===== src/hdl/clbs_pkg.sv =====
package clbs_pkg;

  // Request kinds
  localparam logic [2:0] ACT_INIT  = 3'd0;
  localparam logic [2:0] ACT_CMD   = 3'd1;
  localparam logic [2:0] ACT_DATA  = 3'd2;
  localparam logic [2:0] ACT_POS   = 3'd3;
  localparam logic [2:0] ACT_GLYPH = 3'd4;

  // Byte slot counter, up to eleven bytes per request
  localparam int unsigned ByteIdxW = 4;

  // Wait field
  localparam int unsigned WaitW = 15;
  localparam logic [WaitW-1:0] WAIT_POWER_US = 15'd20000;
  localparam logic [WaitW-1:0] WAIT_FSET2_US = 15'd5000;
  localparam logic [WaitW-1:0] WAIT_FSET3_US = 15'd150;
  localparam logic [WaitW-1:0] WAIT_NONE     = 15'd0;

  // Register select
  localparam logic RS_CMD  = 1'b0;
  localparam logic RS_DATA = 1'b1;

  // Controller command to the datapath
  typedef struct packed {
    logic                load_req;
    logic                load_out;
    logic [ByteIdxW-1:0] byte_idx;
    logic                nibble;
  } clbs_cmd_t;

  // Datapath status to the controller
  typedef struct packed {
    logic byte_skip;
    logic byte_last;
    logic four_bit;
  } clbs_sts_t;

  // DDRAM base address of rows one to four
  function automatic logic [7:0] row_base(input logic [1:0] idx);
    logic [7:0] base;
    unique case (idx)
      2'd0:    base = 8'h00;
      2'd1:    base = 8'h40;
      2'd2:    base = 8'h14;
      default: base = 8'h54;
    endcase
    return base;
  endfunction

endpackage


===== src/hdl/clbs_ctrl.sv =====
module clbs_ctrl
  import clbs_pkg::*;
(
  input  logic      clk_i,
  input  logic      rst_ni,
  input  logic      in_valid_i,
  output logic      in_stall_o,
  output logic      out_valid_o,
  input  logic      out_stall_i,
  input  clbs_sts_t sts_i,
  output clbs_cmd_t cmd_o
);

  localparam logic ST_IDLE = 1'b0;
  localparam logic ST_RUN  = 1'b1;

  logic                state_q, state_d;
  logic [ByteIdxW-1:0] idx_q, idx_d;
  logic                nib_q, nib_d;
  logic                oval_q, oval_d;
  logic                in_acc, out_free, strobe_last, load_out;

  assign in_stall_o  = (state_q != ST_IDLE);
  assign in_acc      = in_valid_i && (state_q == ST_IDLE);
  assign out_free    = !oval_q || !out_stall_i;
  assign strobe_last = sts_i.byte_last && (!sts_i.four_bit || nib_q);

  // Step through the byte slots, one strobe per free output slot
  always_comb begin
    state_d  = state_q;
    idx_d    = idx_q;
    nib_d    = nib_q;
    load_out = 1'b0;
    unique case (state_q)
      ST_IDLE: begin
        if (in_acc) begin
          state_d = ST_RUN;
          idx_d   = '0;
          nib_d   = 1'b0;
        end
      end
      default: begin
        if (sts_i.byte_skip) begin
          if (sts_i.byte_last) begin
            state_d = ST_IDLE;
          end else begin
            idx_d = idx_q + 1'b1;
          end
        end else if (out_free) begin
          load_out = 1'b1;
          if (sts_i.four_bit && !nib_q) begin
            nib_d = 1'b1;
          end else begin
            nib_d = 1'b0;
            idx_d = idx_q + 1'b1;
          end
          if (strobe_last) begin
            state_d = ST_IDLE;
          end
        end
      end
    endcase
  end

  // Output register occupancy
  always_comb begin
    oval_d = oval_q;
    if (load_out) begin
      oval_d = 1'b1;
    end else if (!out_stall_i) begin
      oval_d = 1'b0;
    end
  end

  always_ff @(posedge clk_i or negedge rst_ni) begin
    if (!rst_ni) begin
      state_q <= ST_IDLE;
      idx_q   <= '0;
      nib_q   <= 1'b0;
      oval_q  <= 1'b0;
    end else begin
      state_q <= state_d;
      idx_q   <= idx_d;
      nib_q   <= nib_d;
      oval_q  <= oval_d;
    end
  end

  assign out_valid_o    = oval_q;
  assign cmd_o.load_req = in_acc;
  assign cmd_o.load_out = load_out;
  assign cmd_o.byte_idx = idx_q;
  assign cmd_o.nibble   = nib_q;

endmodule


===== src/hdl/clbs_datapath.sv =====
module clbs_datapath
  import clbs_pkg::*;
(
  input  logic             clk_i,
  input  logic             rst_ni,
  input  logic             cfg_we_i,
  input  logic             cfg_wdata_i,
  input  logic [2:0]       action_i,
  input  logic [7:0]       byte_value_i,
  input  logic [7:0]       row_i,
  input  logic [7:0]       column_i,
  input  logic [63:0]      glyph_rows_i,
  input  logic [2:0]       glyph_slot_i,
  input  clbs_cmd_t        cmd_i,
  output clbs_sts_t        sts_o,
  output logic             reg_select_o,
  output logic [7:0]       bus_value_o,
  output logic [WaitW-1:0] wait_before_us_o,
  output logic             last_o
);

  logic             four_q;
  logic [2:0]       action_q;
  logic [7:0]       byte_q, row_q, column_q;
  logic [63:0]      glyph_q;
  logic [2:0]       slot_q;
  logic             rs_q;
  logic [7:0]       bus_q;
  logic [WaitW-1:0] wait_q;
  logic             last_q;

  logic             b_rs, b_skip, b_last;
  logic [7:0]       b_val, addr_cmd, glyph_byte;
  logic [WaitW-1:0] b_wait;
  logic             row_ok;
  logic [1:0]       row_idx;
  logic [2:0]       glyph_sel;

  // Mode register
  always_ff @(posedge clk_i or negedge rst_ni) begin
    if (!rst_ni) begin
      four_q <= 1'b0;
    end else if (cfg_we_i) begin
      four_q <= cfg_wdata_i;
    end
  end

  // Request capture
  always_ff @(posedge clk_i) begin
    if (cmd_i.load_req) begin
      action_q <= action_i;
      byte_q   <= byte_value_i;
      row_q    <= row_i;
      column_q <= column_i;
      glyph_q  <= glyph_rows_i;
      slot_q   <= glyph_slot_i;
    end
  end

  // DDRAM address command and glyph row select (slots 1 to 8 give rows 0 to 7)
  assign row_ok     = (row_q >= 8'd1) && (row_q <= 8'd4);
  assign row_idx    = row_q[1:0] - 2'd1;
  assign addr_cmd   = 8'h80 + row_base(row_idx) + (column_q - 8'd1);
  assign glyph_sel  = cmd_i.byte_idx[2:0] - 3'd1;
  assign glyph_byte = glyph_q[8*glyph_sel +: 8];

  // Byte at the current slot of the request
  always_comb begin
    b_rs   = RS_CMD;
    b_val  = 8'h00;
    b_wait = WAIT_NONE;
    b_skip = 1'b0;
    b_last = 1'b0;
    unique case (action_q)
      ACT_INIT: begin
        unique case (cmd_i.byte_idx)
          4'd0: begin
            b_val  = 8'h30;
            b_wait = WAIT_POWER_US;
          end
          4'd1: begin
            b_val  = 8'h30;
            b_wait = WAIT_FSET2_US;
          end
          4'd2: begin
            b_val  = 8'h30;
            b_wait = WAIT_FSET3_US;
          end
          4'd3: begin
            b_val  = 8'h02;
            b_skip = !four_q;
          end
          4'd4: b_val = four_q ? 8'h28 : 8'h38;
          4'd5: b_val = 8'h0C;
          4'd6: b_val = 8'h01;
          4'd7: b_val = 8'h06;
          4'd8: begin
            b_val  = 8'h02;
            b_last = 1'b1;
          end
          default: begin
            b_skip = 1'b1;
            b_last = 1'b1;
          end
        endcase
      end
      ACT_CMD: begin
        b_val  = byte_q;
        b_last = 1'b1;
      end
      ACT_DATA: begin
        b_rs   = RS_DATA;
        b_val  = byte_q;
        b_last = 1'b1;
      end
      ACT_POS: begin
        if (cmd_i.byte_idx == 4'd0) begin
          b_val  = addr_cmd;
          b_skip = !row_ok;
        end else begin
          b_rs   = RS_DATA;
          b_val  = byte_q;
          b_last = 1'b1;
        end
      end
      ACT_GLYPH: begin
        priority if (cmd_i.byte_idx == 4'd0) begin
          b_val = {2'b01, slot_q, 3'b000};
        end else if (cmd_i.byte_idx <= 4'd8) begin
          b_rs  = RS_DATA;
          b_val = glyph_byte;
        end else if (cmd_i.byte_idx == 4'd9) begin
          b_val  = addr_cmd;
          b_skip = !row_ok;
        end else begin
          b_rs   = RS_DATA;
          b_val  = {5'b00000, slot_q};
          b_last = 1'b1;
        end
      end
      default: begin
        // unused request codes produce nothing
        b_skip = 1'b1;
        b_last = 1'b1;
      end
    endcase
  end

  // Output register, one strobe per transfer
  always_ff @(posedge clk_i) begin
    if (cmd_i.load_out) begin
      rs_q   <= b_rs;
      last_q <= b_last && (!four_q || cmd_i.nibble);
      if (four_q) begin
        bus_q <= cmd_i.nibble ? {4'h0, b_val[3:0]} : {4'h0, b_val[7:4]};
      end else begin
        bus_q <= b_val;
      end
      wait_q <= cmd_i.nibble ? WAIT_NONE : b_wait;
    end
  end

  assign sts_o.byte_skip = b_skip;
  assign sts_o.byte_last = b_last;
  assign sts_o.four_bit  = four_q;

  assign reg_select_o     = rs_q;
  assign bus_value_o      = bus_q;
  assign wait_before_us_o = wait_q;
  assign last_o           = last_q;

endmodule


===== src/hdl/char_lcd_bus_sequencer_top.sv =====
// Character LCD bus sequencer. Each accepted request is expanded into a run of
// enable strobes (register select, bus value, wait before the strobe, last
// flag), one output transfer per strobe. After the request is taken, the sequencer
// emits one strobe per cycle while the output side keeps up, and it passes over
// each byte slot that is dropped without a strobe (the 0x02 byte of init in 8-bit
// mode, the address command for a bad row). Strobes leave through a single output
// register; a new request is taken once the previous one's last strobe is in it.
module char_lcd_bus_sequencer_top
  import clbs_pkg::*;
(
  input  logic             clk_i,
  input  logic             rst_ni,
  input  logic             cfg_we_i,
  input  logic             cfg_wdata_i,
  input  logic             in_valid_i,
  output logic             in_stall_o,
  input  logic [2:0]       action_i,
  input  logic [7:0]       byte_value_i,
  input  logic [7:0]       row_i,
  input  logic [7:0]       column_i,
  input  logic [63:0]      glyph_rows_i,
  input  logic [2:0]       glyph_slot_i,
  output logic             out_valid_o,
  input  logic             out_stall_i,
  output logic             reg_select_o,
  output logic [7:0]       bus_value_o,
  output logic [WaitW-1:0] wait_before_us_o,
  output logic             last_o
);

  clbs_cmd_t cmd;
  clbs_sts_t sts;

  clbs_ctrl u_ctrl (
    .clk_i       (clk_i),
    .rst_ni      (rst_ni),
    .in_valid_i  (in_valid_i),
    .in_stall_o  (in_stall_o),
    .out_valid_o (out_valid_o),
    .out_stall_i (out_stall_i),
    .sts_i       (sts),
    .cmd_o       (cmd)
  );

  clbs_datapath u_datapath (
    .clk_i            (clk_i),
    .rst_ni           (rst_ni),
    .cfg_we_i         (cfg_we_i),
    .cfg_wdata_i      (cfg_wdata_i),
    .action_i         (action_i),
    .byte_value_i     (byte_value_i),
    .row_i            (row_i),
    .column_i         (column_i),
    .glyph_rows_i     (glyph_rows_i),
    .glyph_slot_i     (glyph_slot_i),
    .cmd_i            (cmd),
    .sts_o            (sts),
    .reg_select_o     (reg_select_o),
    .bus_value_o      (bus_value_o),
    .wait_before_us_o (wait_before_us_o),
    .last_o           (last_o)
  );

  // A taken request keeps the input side busy for at least the next cycle
  assert property (@(posedge clk_i) disable iff (!rst_ni)
    in_valid_i && !in_stall_o |=> in_stall_o)
    else $error("request taken but sequencer not busy");

  // Only init command strobes carry a wait, never the final one
  assert property (@(posedge clk_i) disable iff (!rst_ni)
    out_valid_o && (wait_before_us_o != WAIT_NONE) |-> (reg_select_o == RS_CMD) && !last_o)
    else $error("wait on a data or final strobe");

  // Start-up waits come from the fixed set only
  assert property (@(posedge clk_i) disable iff (!rst_ni)
    out_valid_o |-> (wait_before_us_o == WAIT_NONE) || (wait_before_us_o == WAIT_POWER_US)
                    || (wait_before_us_o == WAIT_FSET2_US) || (wait_before_us_o == WAIT_FSET3_US))
    else $error("unexpected wait value");

endmodule


===== config.mk =====
export PLATFORM = sky130hd
export DESIGN_NAME = char_lcd_bus_sequencer_top
export DESIGN_NICKNAME = d
export VERILOG_FILES = /design/src/hdl/clbs_pkg.sv /design/src/hdl/clbs_ctrl.sv /design/src/hdl/clbs_datapath.sv /design/src/hdl/char_lcd_bus_sequencer_top.sv
export SDC_FILE = /design/constraint.sdc
export NUM_CORES = 1
export LEC_CHECK = 0
export BUFFER_PORTS_ARGS = -buffer_cell sky130_fd_sc_hd__buf_2
export CORE_MARGIN = 2
export CORE_UTILIZATION = 45
export CTS_BUF_LIST = sky130_fd_sc_hd__clkbuf_16
export CTS_CLUSTER_DIAMETER = 40
export DETAILED_ROUTE_END_ITERATION = 10
export GPL_TIMING_DRIVEN = 0
export PLACE_DENSITY = 0.77
export REMOVE_ABC_BUFFERS = 1
export SLEW_MARGIN = 10
export SYNTH_ARGS = -nofsm -noshare
export SYNTH_HDL_FRONTEND = slang
export SYNTH_SLANG_ARGS = --single-unit

===== constraint.sdc =====
create_clock -name clk_i -period 3.3 [get_ports clk_i]
set_input_delay 0.165 -clock clk_i [delete_from_list [all_inputs] [get_ports clk_i]]
set_output_delay 0.165 -clock clk_i [all_outputs]
set_load 0.01 [all_outputs]

Yosys cells after proc, flatten, opt, wreduce, memory -nomap -nowiden. Index checks and enable logic that the tools add are counted.

Register bits: 127. Word-level logic and storage cells: 119.

Add/sub/neg operators: 6. Order comparisons: 3. Equal/unequal tests: 21. Shift-type cells: 1. Multiplexer cells: 48. Bitwise gates (word level): 2. Reductions and logical operators: 23.

Operators by type and width (count): 64-bit by 7-bit indexed part select with 8-bit output (1); 8-bit case mux with 6 select lines (1); 15-bit case mux with 3 select lines (1); 8-bit 2-to-1 mux (5); 8-bit case mux with 4 select lines (1); 4-bit 2-to-1 mux (7); 1-bit 2-to-1 mux (27); 7-bit case mux with 3 select lines (1); 4-bit by 3-bit == test with 1-bit output, second input constant (4); 8-bit OR reduction (2); 8-bit by 7-bit adder with 8-bit output, first input constant (1); 8-bit adder (1); 4-bit by 2-bit == test with 1-bit output, second input constant (2); 4-bit == test, second input constant (2); 8-bit by 1-bit >= comparator with 1-bit output, second input constant (1); 8-bit by 3-bit less-or-equal comparator with 1-bit output, second input constant (1); 8-bit by 1-bit subtractor with 8-bit output, second input constant (1); 3-bit by 2-bit == test with 1-bit output, second input constant (2); 3-bit by 2-bit != test with 1-bit output, second input constant (2); 1-bit case mux with 3 select lines (2); 2-bit OR reduction (3); 1-bit logical NOT (5); 5-bit 2-to-1 mux (1); 4-bit by 1-bit adder with 4-bit output, second input constant (1); other kinds (23) (29).

Longest topological paths before layout.
Word-level depth: 11. Depth in mapped cells: 11. Gate-level depth less buffers: 10.

Hierarchy. A second synthesis with hierarchy kept.

Cell total of the unflattened synthesis: 368. Area total of the unflattened synthesis: 5519.0 sq um.

By module, submodules not included: clbs_datapath (times used 1, cells an instance 321, area an instance 5082.4 sq um, sequential area each 3298.2 sq um); clbs_ctrl (times used 1, cells an instance 47, area an instance 436.7 sq um, sequential area each 175.2 sq um).

Worst setup path before layout. Ideal clock, no wire load.

Path kind: flip-flop to flip-flop. From: register u_ctrl.state_q (netlist: u_ctrl.in_stall_o). To: register u_datapath.action_q[0] (enable). Setup time: 0.448 ns. Data arrival time: 2.468 ns. Data required time: 2.852 ns. Path slack: 0.384 ns. Stages on the path, launching flop included: 4. Path buffers: 0. Clock period less this slack: 2.916 ns. Cell sequence: dfrtp_1 > inv_1 > nand2_1 > inv_1.

RTL lines: start: declaration (line clbs_ctrl.sv:17) `logic state_q, state_d;`; start signal: assignment (line clbs_ctrl.sv:82) `state_q <= state_d;`; end signal: assignment (line clbs_datapath.sv:51) `action_q <= action_i;`; end: declaration (line clbs_datapath.sv:23) `logic [2:0] action_q;`.

==> flow_summary.yaml <==
flow_run:
  drv_cap: 0
worst_setup_path:
  crit_path_cell_trace: "inv_1, ha_4, or3b_4, o22ai_2, a221o_2, or2_1, a21oi_4"
  crit_family: "compound AO/OA/AOI/OAI gates"
  path_depth: 7
  critPathMaxStageDelay_ps: 590
  critPathCaptureType: "register"
  startpoint_type: "register"
  crit_path_max_fanout: 25
  reg2reg_depth: 7
  cp_slowest_cell: "dfrtp_4"
  required_ps: 3350
  critPathKind: "reg2reg"
  critPathBufInv: 1
  cp_data_arrival_time_ps: 3120
  critPathLaunch: "u_ctrl.idx_q[0]"
  r2r-start: "u_ctrl.idx_q[0]"
timing:
  slew_headroom: 0.343
  fin_tns_setup_ps: 0
  max_freq_ghz: 0.325
  fin_crit_sh: 0.931
  setup_viol: 0
  min_period_ps: 3070
  rsz0062_at_grt: "no"
  maxSlewViolCount: 0
  finalHoldViolations: 0
  skew_ps: 7.33
  worst_pin_slew_ps: 978
logic_synthesis:
  synthFlopType: "edfxtp_1"
  synth_area_leaders: "edfxtp_1 60%, mux4_2 7.5%, dfrtp_1 3.7%, ha_1 3.2%, nor2_1 2.1%"
  syn-cell-area_um2: 5430
  synth_most_common_cell: "edfxtp_1"
  synth_top_area_share: 0.603
  yosys-top-cells-count: "109 x edfxtp_1, 31 x nor2_1, 22 x nand2_1"
  synthArstFlopShare: 0.0684
  ys_types: 64
  synth.avg_cell_area_um2: 14.5
  yosysSeqAreaShare: 0.640
  netlist.top_cell.by_area: "edfxtp_1"
  ys_warn_count: 0
  synth-edff-count: 109
  ys_seq_elements: 117
  syn_inst: 375
floorplan:
  io_pins: 127
  die_x_um: 114
  core_um2: 11900
  start_util: 0.455
  die_h_um: 114
  placementRows: 40
  die_area_um2: 13000
cts:
  cts_root_buffer: "clkbuf_16"
  clock_sink_count: 117
  clk_pin_slew_ps: 50
  h-tree-depth: 4
  cts_tree: "done"
  cts_buffer_depth: 2
  cts_buffers: 17
  clock_latency_ps: 410
global_route:
  grt_pass1_vias: 4102
  track_usage: 0.222
  grt_pass1_wl_um: 21200
  grt-ovfl-total: 0
  grt_max_degree: 66
  antenna_found_initial: 0
detailed_routing:
  wire_per_inst_um: 17.9
  drc: 0
  drt_iter0_markers: 285
  ant_nets: 0
  drtPass1Iterations: 4
  num_vias: 3953
  vias_per_cell: 5.26
  routed_wl_um: 13500
power_and_ir_drop:
  p_leak_nw: 3.02
  irDropWorstVdd_mv: 0.478
  power_density_nw_per_um2: 745
hold_path:
  worstHoldStart: "out_stall_i"
  whs_path_depth: 3
  hp-class: "in2reg"
finish:
  layout-drive-gt1-share: 0.312
  nNetsFinal: 709
  n_antenna_cell: 0
  fin_util: 0.645
  area_growth_syn_to_layout_pct: 41.5
  fillers: 865
place:
  gp_congestion: 0.897
  dp.final_hpwl_um: 8050
  portBuffers: 123
status:
  status: "finished clean"
-- routing by layer --
metal / global-route usage / vias to the layer above / part of all wire
met5: 0 / - / 0
met4: 0.0813 / 0 / 0.019
met3: 0.0739 / 23 / 0.068
met2: 0.368 / 159 / 0.50
met1: 0.273 / 1882 / 0.41
li1: - / 1889 / -
-- cells in the final DEF (no fill, tap or decap), types with 6 or more instances in the layout --
master and count:
nor3_1 11, a21oi_1 8, dfrtp_1 7, buf_2 123, clkbuf_16 17, nor2_1 31
edfxtp_1 109, o21ai_0 12, or2_2 6, o21ai_1 6, inv_1 15, nand2_1 22
ha_1 13, mux4_2 18, dlygate4sd3_1 97
-- cell families (layout without fill, tap and decap cells) --
group,Yosys count,in the layout,synth area share
buf+inv,38,266,0.0362
simple gates,105,105,0.0985
mux,25,25,0.0904
flops,117,117,0.640
xor+xnor,7,7,0.0113
fa+ha+maj,15,15,0.0360
compound gates,67,67,0.0867
other cells,1,3,0.000691
-- flip-flops by register name (all words and copies together) (netlist names) --
register / cells
u_datapath.row_q: 8
u_ctrl.nib_q: 1
u_ctrl.out_valid_o: 1
u_datapath.slot_q: 3
u_datapath.byte_q: 8
u_ctrl.in_stall_o: 1
u_datapath.wait_before_us_o: 5
u_datapath.column_q: 8
u_datapath.reg_select_o: 1
u_datapath.action_q: 3
u_datapath.last_o: 1
u_datapath.glyph_q: 64
u_ctrl.idx_q: 4
u_datapath.four_q: 1
u_datapath.bus_value_o: 8
-- stage by stage --
step / cell area (um^2) / setup WS [ps] / std cells / total power [W] / hold WS, ps
6_report: 7680 / 227 / 752 / 0.00572 / 16.2
5_1_grt: 7680 / 55.8 / 752 / 0.00604 / 30.1
4_1_cts: 7670 / 78.2 / 752 / 0.00574 / 5.39
3_5_place_dp: 6120 / -810 / 624 / 0.00389 / 19.1
3_3_place_gp: 6090 / -1330 / 623 / 0.00386 / 20.2
2_1_floorplan: 5290 / -450 / 353 / 0.00334 / -131
-- report_power, final --
| group | internal (W) | switching [W] | leakage [nW] |
|---|---|---|---|
| Sequential | 0.00201 | 0.000177 | 1.13 |
| Combinational | 0.000830 | 0.00101 | 1.61 |
| Clock | 0.00108 | 0.000615 | 0.276 |
| Total | 0.00392 | 0.00180 | 3.02 |
-- layout make-up --
| type | count | area (um^2) | area share |
|---|---|---|---|
| well taps | 147 | 184 | 0.0240 |
| clock inverters | 13 | 120 | 0.0156 |
| flip-flops and latches | 117 | 3480 | 0.453 |
| inverters | 14 | 55.1 | 0.00717 |
| repair buffers | 222 | 1630 | 0.212 |
| multi-input cells | 222 | 1790 | 0.233 |
| clock buffers | 17 | 425 | 0.0554 |
-- worst register-to-register path: stages (launching register included) --
cell and delay, ps:
dfrtp_4 590, inv_1 170, ha_4 280, or3b_4 360, o22ai_2 160, a221o_2 450, or2_1 270, a21oi_4 410
-- path summary, 6_finish.rpt --
path / end / slack (ps)
worst max-delay path: u_datapath.bus_value_o[2] / 230
worst min-delay path: u_ctrl.out_valid_o / 20
worst max register to register: u_datapath.bus_value_o[2] / 230
worst min register to register: u_ctrl.out_valid_o / 570
max in group asynchronous: u_ctrl.idx_q[0] / 2990
min in group asynchronous: u_ctrl.idx_q[1] / 120
-- what timing repair did --
action                                  4_1_cts  5_1_grt
buffers inserted                              1        0
endpoints found under the setup margin       29       18
hold buffers                                 97        0
resized for setup                             4        2
endpoints found under the hold margin       103        0
cloned                                        0        0
Power figures use the tool's default switching activity.
